<file path="src/hdl/gpsc_pkg.sv">
package gpsc_pkg;

    localparam int NODE_W         = 16;
    localparam int COORD_W        = 16;
    localparam int SPEED_W        = 21;
    localparam int OP_W           = 2;
    localparam int TURN_W         = 3;
    localparam int PATH_DEPTH_DEF = 256;
    localparam int SPEED_SCALE    = 10;

    typedef enum logic [OP_W-1:0] {
        OP_APPEND = 2'd0,
        OP_HOLD   = 2'd1,
        OP_POS    = 2'd2
    } op_t;

    typedef enum logic [TURN_W-1:0] {
        TURN_LEFT  = 3'd0,
        TURN_RIGHT = 3'd1,
        TURN_FWD   = 3'd2,
        TURN_UTURN = 3'd3,
        TURN_STOP  = 3'd4
    } turn_t;

    typedef enum logic [1:0] {
        HD_YP = 2'd0,
        HD_YN = 2'd1,
        HD_XP = 2'd2,
        HD_XN = 2'd3
    } head_t;

    typedef enum logic [1:0] {
        ST_IDLE,
        ST_CALC,
        ST_WRAP
    } ctrl_state_t;

    typedef enum logic [1:0] {
        DS_IDLE,
        DS_SQUARE,
        DS_ROOT,
        DS_SCALE
    } dist_state_t;

    // Turn taken when the heading changes, indexed by new and then old heading.
    localparam turn_t TURN_TBL [4][4] = '{
        '{TURN_FWD,   TURN_UTURN, TURN_LEFT,  TURN_RIGHT},
        '{TURN_UTURN, TURN_FWD,   TURN_RIGHT, TURN_LEFT },
        '{TURN_RIGHT, TURN_LEFT,  TURN_FWD,   TURN_UTURN},
        '{TURN_LEFT,  TURN_RIGHT, TURN_UTURN, TURN_FWD  }
    };

    // Final turn when the path runs out, indexed by heading.
    localparam turn_t END_TURN [4] = '{TURN_STOP, TURN_UTURN, TURN_LEFT, TURN_RIGHT};

    typedef struct packed {
        logic              push;
        logic              clear;
        logic [NODE_W-1:0] node;
        logic              pop;
        logic              fetch;
    } q_ctrl_t;

    typedef struct packed {
        logic              empty;
        logic              single;
        logic [NODE_W-1:0] head_node;
        logic [NODE_W-1:0] next_node;
    } q_stat_t;

endpackage

</file>
<file path="src/hdl/gpsc_dist_unit.sv">
module gpsc_dist_unit (
    input  logic                               clk,
    input  logic                               rst_n,
    input  logic                               start,
    input  logic signed [gpsc_pkg::COORD_W-1:0] self_x,
    input  logic signed [gpsc_pkg::COORD_W-1:0] self_y,
    input  logic signed [gpsc_pkg::COORD_W-1:0] goal_x,
    input  logic signed [gpsc_pkg::COORD_W-1:0] goal_y,
    input  logic signed [gpsc_pkg::COORD_W-1:0] stop_distance,
    output logic                               done,
    output logic [gpsc_pkg::SPEED_W-1:0]       speed
);
    import gpsc_pkg::*;

    localparam int MAG_W  = COORD_W;
    localparam int PROD_W = 2 * MAG_W;
    localparam int SQ_W   = PROD_W + 2;
    localparam int ROOT_W = SQ_W / 2;
    localparam int REM_W  = ROOT_W + 2;
    localparam int DIFF_W = ROOT_W + 2;
    localparam int CNT_W  = $clog2(ROOT_W);

    dist_state_t state_reg, state_next;

    logic [CNT_W-1:0]   cnt_reg;
    logic [MAG_W-1:0]   mx_reg;
    logic [MAG_W-1:0]   my_reg;
    logic [PROD_W-1:0]  ax_reg;
    logic [PROD_W-1:0]  ay_reg;
    logic [SQ_W-1:0]    acc_reg;
    logic [REM_W-1:0]   rem_reg;
    logic [ROOT_W-1:0]  root_reg;
    logic [SPEED_W-1:0] speed_reg;
    logic               done_reg;

    logic [MAG_W:0]     dx;
    logic [MAG_W:0]     dy;
    logic [MAG_W:0]     mag_x;
    logic [MAG_W:0]     mag_y;
    logic [SQ_W-1:0]    acc_sum;
    logic [REM_W-1:0]   rem_shift;
    logic [REM_W-1:0]   trial;
    logic               take;
    logic signed [DIFF_W-1:0] diff;
    logic               cnt_last;
    logic               in_square;
    logic               in_root;
    logic               in_scale;

    assign dx    = {self_x[COORD_W-1], self_x} - {goal_x[COORD_W-1], goal_x};
    assign dy    = {self_y[COORD_W-1], self_y} - {goal_y[COORD_W-1], goal_y};
    assign mag_x = dx[MAG_W] ? ((MAG_W+1)'(0) - dx) : dx;
    assign mag_y = dy[MAG_W] ? ((MAG_W+1)'(0) - dy) : dy;

    // One multiplier bit of each square is added per cycle.
    assign acc_sum = acc_reg
                   + (mx_reg[0] ? {2'b00, ax_reg} : '0)
                   + (my_reg[0] ? {2'b00, ay_reg} : '0);

    // Restoring square root: two radicand bits in, one root bit out per cycle.
    assign rem_shift = {rem_reg[REM_W-3:0], acc_reg[SQ_W-1:SQ_W-2]};
    assign trial     = {root_reg, 2'b01};
    assign take      = (rem_shift >= trial);

    assign diff = $signed({2'b00, root_reg})
                - $signed({{(DIFF_W-COORD_W){stop_distance[COORD_W-1]}}, stop_distance});

    assign cnt_last = (cnt_reg == '0);

    always_comb
    begin
        state_next = state_reg;
        unique case (state_reg)
            DS_IDLE:
            begin
                if (start)
                begin
                    state_next = DS_SQUARE;
                end
            end
            DS_SQUARE:
            begin
                if (cnt_last)
                begin
                    state_next = DS_ROOT;
                end
            end
            DS_ROOT:
            begin
                if (cnt_last)
                begin
                    state_next = DS_SCALE;
                end
            end
            DS_SCALE:
            begin
                state_next = DS_IDLE;
            end
            default:
            begin
                state_next = DS_IDLE;
            end
        endcase
    end

    always_comb
    begin
        in_square = 1'b0;
        in_root   = 1'b0;
        in_scale  = 1'b0;
        unique case (state_reg)
            DS_SQUARE: in_square = 1'b1;
            DS_ROOT:   in_root   = 1'b1;
            DS_SCALE:  in_scale  = 1'b1;
            default:   ;
        endcase
    end

    always_ff @(posedge clk or negedge rst_n)
    begin
        if (!rst_n)
        begin
            state_reg <= DS_IDLE;
            cnt_reg   <= '0;
            done_reg  <= 1'b0;
        end
        else
        begin
            state_reg <= state_next;
            done_reg  <= in_scale;
            if (start && (state_reg == DS_IDLE))
            begin
                cnt_reg <= CNT_W'(MAG_W - 1);
            end
            else if (in_square && cnt_last)
            begin
                cnt_reg <= CNT_W'(ROOT_W - 1);
            end
            else if (!cnt_last)
            begin
                cnt_reg <= cnt_reg - 1'b1;
            end
        end
    end

    always_ff @(posedge clk)
    begin
        if (start && (state_reg == DS_IDLE))
        begin
            mx_reg   <= mag_x[MAG_W-1:0];
            my_reg   <= mag_y[MAG_W-1:0];
            ax_reg   <= PROD_W'(mag_x[MAG_W-1:0]);
            ay_reg   <= PROD_W'(mag_y[MAG_W-1:0]);
            acc_reg  <= '0;
            rem_reg  <= '0;
            root_reg <= '0;
        end
        else if (in_square)
        begin
            acc_reg <= acc_sum;
            mx_reg  <= mx_reg >> 1;
            my_reg  <= my_reg >> 1;
            ax_reg  <= {ax_reg[PROD_W-2:0], 1'b0};
            ay_reg  <= {ay_reg[PROD_W-2:0], 1'b0};
        end
        else if (in_root)
        begin
            acc_reg  <= {acc_reg[SQ_W-3:0], 2'b00};
            rem_reg  <= take ? (rem_shift - trial) : rem_shift;
            root_reg <= {root_reg[ROOT_W-2:0], take};
        end
        if (in_scale)
        begin
            speed_reg <= diff[DIFF_W-1] ? '0
                       : SPEED_W'(diff[DIFF_W-2:0]) * SPEED_W'(SPEED_SCALE);
        end
    end

    assign done  = done_reg;
    assign speed = speed_reg;

endmodule

</file>
<file path="config.mk">
export PLATFORM = sky130hd
export DESIGN_NAME = gpsc_dist_unit
export DESIGN_NICKNAME = d
export VERILOG_FILES = /design/src/hdl/gpsc_pkg.sv /design/src/hdl/gpsc_dist_unit.sv
export SDC_FILE = /design/constraint.sdc
export NUM_CORES = 1
export LEC_CHECK = 0
export ABC_AREA = 1
export BUFFER_PORTS_ARGS = -buffer_cell sky130_fd_sc_hd__buf_2
export CORE_MARGIN = 4
export CORE_UTILIZATION = 58
export CTS_BUF_LIST = sky130_fd_sc_hd__clkbuf_8
export CTS_CLUSTER_SIZE = 20
export DETAILED_ROUTE_END_ITERATION = 8
export MAX_ROUTING_LAYER = met4
export PLACE_DENSITY = 0.8
export SYNTH_ARGS = -nofsm -noshare
export SYNTH_HDL_FRONTEND = slang
export SYNTH_SLANG_ARGS = --single-unit
</file>
<file path="constraint.sdc">
create_clock -name clk -period 3.3 [get_ports clk]
set_clock_uncertainty 0.1 [all_clocks]
set_input_delay 0.33 -clock clk [delete_from_list [all_inputs] [get_ports clk]]
set_output_delay 0.33 -clock clk [all_outputs]
set_load 0.01 [all_outputs]
</file>
==> Word level (Yosys, flattened, before mapping) <==
Cells that the tools add are included.
{ "word_totals": {"reg_bits": 193, "input_bits": 83, "output_inout_bits": 22, "wordCells": 66} }
{ "op_classes": {"n_addsub": 9, "n_mul": 1, "n_lt_le_gt_ge": 1, "eq_ne": 7, "n_mux": 25, "n_bitwise": 1, "reduce_logical": 8} }
{ "op_table": {"columns": ["operator", "n"], "rows": [
  ["16-bit two-way mux", 10],
  ["34-bit by 32-bit adder with 34-bit output", 2],
  ["34-bit two-way mux", 2],
  ["32-bit two-way mux", 2],
  ["16-bit by 16-bit subtractor with 17-bit output", 2],
  ["1-bit by 16-bit subtractor with 16-bit output (first input constant)", 2],
  ["18-bit by 3-bit multiplier with 20-bit output (second input constant)", 1],
  ["19-bit greater-or-equal comparator", 1],
  ["18-bit by 16-bit subtractor with 19-bit output", 1],
  ["17-bit two-way mux", 1],
  ["17-bit subtractor", 1],
  ["5-bit two-way mux", 3],
  ["2-bit one-hot mux with 4 select lines", 1],
  ["2-bit two-way mux", 3],
  ["2-bit != test (second input constant)", 3],
  ["5-bit logical NOT", 1],
  ["5-bit by 1-bit subtractor with 5-bit output (second input constant)", 1],
  ["2-bit equality test (second input constant)", 2],
  ["2-bit nonzero test", 2],
  ["1-bit two-way mux", 3],
  ["3-bit by 1-bit != test with 1-bit output (second input constant)", 1],
  ["3-bit AND reduction", 1],
  ["2-bit by 1-bit equality test with 1-bit output (second input constant)", 1],
  ["1-bit logical AND", 2],
  ["3 further kinds", 3]
]} }

==> Logic depth before layout (Yosys ltp) <==
{ "depth": {"depth_word": 5, "depth_mapped": 22} }

==> Worst setup path before layout <==
Ideal clock, no wire load.
{ "synth_path": {"kind": "register to register", "from": "reg root_reg[0]", "to": "reg speed_reg[18] (netlist: speed[18]), data pin", "t_arrival_ps": 3119, "t_required_ps": 2938, "slack_ps": -182, "stages_incl_launch_ff": 18, "path_buffers": 0, "synth_period_minus_slack_ps": 3482, "cell_sequence": "dfxtp_1 -> inv_1 -> ha_1 -> fa_1 -> nor2_1 -> nor2_1 -> o31ai_2 -> nand2_1 -> o21bai_2 -> xor2_1 -> ha_1 -> ha_1 -> nand2_1 -> o21ai_0 -> a21oi_1 -> o21ai_1 -> xor2_1 -> nor2_1"} }
{ "synth_between": {"elab_chain_len": 2} }
{ "synth_rtl": {"columns": ["element", "line_no", "source"], "rows": [
  ["from (decl)", "gpsc_dist_unit.sv:32", "logic [ROOT_W-1:0] root_reg;"],
  ["from (signal assigned)", "gpsc_dist_unit.sv:170", "root_reg <= {root_reg[ROOT_W-2:0], take};"],
  ["18-bit by 16-bit subtractor with 19-bit output *", "gpsc_dist_unit.sv:66", "- $signed({{(DIFF_W-COORD_W){stop_distance[COORD_W-1]}}, stop_distance});"],
  ["18-bit by 3-bit multiplier with 20-bit output", "gpsc_dist_unit.sv:175", ": SPEED_W'(diff[DIFF_W-2:0]) * SPEED_W'(SPEED_SCALE);"],
  ["to (signal assigned)", "gpsc_dist_unit.sv:174", "speed_reg <= diff[DIFF_W-1] ? '0"],
  ["to (decl)", "gpsc_dist_unit.sv:33", "logic [SPEED_W-1:0] speed_reg;"]
]} }
Every way passes the cells marked *; elsewhere a longest branch is shown, timed or not.
A chain may end at the register's enable or synchronous reset.

==> Final worst setup path <==
{ "layout_path": {"from": "reg root_reg[0]", "to": "reg speed_reg[19] (netlist: speed[19]), data pin"} }
The elaborated chain is that of the path after synthesis.

==> results_dict.tcl <==
set metrics [dict create \
    max_slew_margin 0.350 \
    gr-total-overflow 0 \
    powerDensity_nw_per_um2 333 \
    avgSynthCellArea_um2 6.90 \
    synthAdderAreaFrac 0.152 \
    fin_crit_ps 3510 \
    yosysTopAreaCell "edfxtp_1" \
    setup_viol 11 \
    first_iter_violations 971 \
    syn_inst 2364 \
    num_vias 15400 \
    grt_pass1_vias 14700 \
    rsz0062_at_grt "true" \
    synth.area.top_cells "edfxtp_1 15%, nand2_1 15%, dfxtp_1 12%" \
    netlist_area_um2 16300 \
    power_frac_comb 0.340 \
    drv_slew 0 \
    synth_top_family_by_area "simple AND/OR/NAND/NOR gates" \
    worst_slack_ps -212 \
    wl_per_cell_um 13.6 \
    row_count 61 \
    cts_tree "yes" \
    pwr-share-clk 0.252 \
    hold_violations 0 \
    dieWidth_um 176 \
    setup-tns-final_ps -1300 \
    power_mw 6.44 \
    seq_power_share 0.408 \
    cts_max_level 4 \
    multi_input_area_um2 11000 \
    drtPass1Iterations 5 \
    synth_simple_gate_area_frac 0.297 \
    area_growth_pct 18.6 \
    ant_nets 0 \
    grt_max_degree 79 \
    dp.cells 2876 \
    r2r_slack_ps -210 \
    vdd_drop_max_mv 0.220 \
    crit_arrival_ps 3700 \
    status "finished with violations" \
    grt.total_usage 0.254 \
    place_area_um2 17900 \
    gp_congestion 0.949 \
    synth_fp_nets 2623 \
    coreArea_um2 27800 \
    seq_area_um2 4730 \
    max_freq_mhz 285 \
    ys_types 67 \
    fp.dieH_um 176 \
    async_flop_share 0.0417 \
    p_leak_nw 9.79 \
    p_switching_mw 2.28 \
    clk_latency_ps 510 \
    post-place-ws_ps -420 \
    critPathLaunchType "flip-flop" \
    clockBufferDepth 2 \
    violations "negative setup slack" \
    r2r_cells 20 \
    intPower_mw 4.16 \
    hold_path.class "input port to asynchronous set/reset pin" \
    cts_root_buffer "clkbuf_8" \
    synth_flop_cell "dfxtp_1" \
    crit_type "flip-flop to flip-flop" \
    instances_no_fill 2931 \
    drt-total-wl_um 40000 \
    dp_hpwl_um 29500 \
    io_buffers 103 \
    synth_seq_cells 192 \
    ys_seq_area_frac 0.290 \
    synth_top_area_share 0.155 \
    synth-edff-count 84 \
    yosys_warnings 0 \
    antenna_cells 0 \
    cp_max_fo 4 \
    synth_xor_xnor_area_share 0.0338 \
    dieArea_um2 30900 \
    grt_pass1_wl_um 65300 \
    largest_register_ff_count 34 \
    p_sw_frac 0.354 \
    stdcell_area_um2 19300 \
    fin_crit_sh 1.06 \
    cts_sinks 192 \
    clkTransAtPathRegs_ps 130 \
    max-cap-violations 0 \
    worst_setup_path_end_kind "flip-flop" \
    synth_compound_area_frac 0.131 \
    io_pins 105 \
    fillers 2389 \
    numCtsBuffers 17 \
    via_per_inst 5.27 \
    drive_gt1_frac 0.180 \
    worst_ep_required_time_ps 3490 \
    tightest_slew_ps 976 \
    initial_core_util 0.587 \
    synthMuxAreaShare 0 \
    drc 0 \
    antenna_found_initial 0 \
    nNetsFinal 2799 \
]
## synth_stat cells (3+ instances only)
cell	instances
nand2_1	638
inv_1	335
nor2_1	282
a21oi_1	177
ha_1	139
o21ai_0	129
nand3_1	116
dfxtp_1	100
edfxtp_1	84
clkbuf_1	51
xor2_1	38
fa_1	37
nor3_1	22
xnor2_1	18
nand3b_1	14
nand4_1	13
nor2_2	12
nand2_2	11
nand3_2	11
a21oi_2	10
o21ai_1	9
dfrtp_1	8
inv_2	8
a21o_1	7
and2_1	6
o211ai_1	6
o21ai_2	6
a31oi_1	5
buf_6	4
o21a_1	4
o21bai_1	4
or2_0	4
or2_1	4
buf_4	3
nand4_2	3
nor3_2	3
## final timing paths
| path | start | endpoint |
|---|---|---|
| min | rst_n | done |
| max | root_reg[0] | speed[19] |
| min reg2reg | rem_reg[15] | rem_reg[15] |
| min in group clk | stop_distance[0] | speed[1] |
| max reg2reg | root_reg[0] | speed[19] |
| max in group asynchronous | rst_n | state_reg[1] |
## layout by cell type, fill, tap and decap left out, types with 5 or more instances in the layout
master	n
xor2_2	6
nand3_1	112
or2_1	5
nor2_4	6
o21ai_1	16
dfxtp_1	96
nand4_1	13
a21oi_1	155
xor2_1	34
xnor2_1	15
clkinv_8	7
buf_2	103
and2_1	6
clkbuf_8	17
a21oi_2	27
inv_1	332
inv_2	10
ha_4	38
dfrtp_1	8
a21o_1	7
nor2_2	15
nor3_2	5
a21oi_4	6
nand2_4	5
fa_1	34
nor2_1	275
nand3_2	15
nor3_1	19
nand2_1	621
buf_4	107
ha_1	96
o211ai_1	6
edfxtp_1	84
o21ai_0	115
nand3b_1	14
o21ai_2	10
ha_2	5
nand2_2	25
## critical path: stages, from the launching register on
cell and delay, ps:
dfxtp_2 340, inv_2 40, ha_4 160, fa_2 430, nor2_4 120, nor2_4 50, o31ai_4 260, nand2_2 110
o21bai_4 180, nand2_1 70, nand2_1 70, xor2_1 210, ha_1 290, ha_4 310, inv_4 50, o31ai_2 180
a21oi_1 60, nand2_1 100, nand2_1 60, nand2_1 60, nor2_1 40
## final cells by class
cell class                 count  area share
sequential                   192       0.245
multi-input combinational   1766       0.567
clock buffer                  17      0.0121
tap                          378      0.0245
inverter                     345      0.0671
timing repair buffer         218      0.0746
clock inverter                15     0.00971
## through the flow
step           hold WS [ps]   util
2_1_floorplan         -65.6      -
3_3_place_gp           75.3  0.643
3_5_place_dp           75.2  0.643
4_1_cts                53.2  0.668
5_1_grt                56.6  0.696
6_report               64.0  0.696
## power groups by stage
stage,Sequential (mW),Combinational [mW],Clock (mW)
final,2.63,2.19,1.62
after global routing,2.63,2.43,1.75
after CTS,2.63,1.97,1.64
after detailed placement,2.68,1.85,0
after global placement,2.68,1.81,0
after floorplan,2.73,1.21,0
## repair_timing
| action | in CTS | in global routing |
|---|---|---|
| cloned | 0 | 0 |
| setup buffers | 9 | 13 |
| resized for setup | 26 | 121 |
| pin swaps | 29 | 49 |
| setup endpoints to repair | 9 | 34 |
| hold endpoints to repair | 8 | 0 |
| hold buffers | 1 | 0 |
## per-layer routing
metal | vias up | track usage | wire (um)
met5 | - | - | 0
met4 | 0 | 0.0640 | 733
met3 | 45 | 0.0273 | 1450
met2 | 323 | 0.442 | 20000
met1 | 7133 | 0.320 | 17800
li1 | 7941 | - | -
## cells by family (layout without fill, tap and decap cells)
| kind of cell | after synthesis | in the layout |
|---|---|---|
| AND/OR/NAND/NOR | 1148 | 1148 |
| flip-flops | 192 | 192 |
| adder cells (fa/ha/maj) | 176 | 176 |
| buffers and inverters | 406 | 595 |
| other | 1 | 1 |
| AO/OA/AOI/OAI | 382 | 382 |
| XOR/XNOR | 59 | 59 |
No activity file was read; power rests on OpenSTA's default activity.
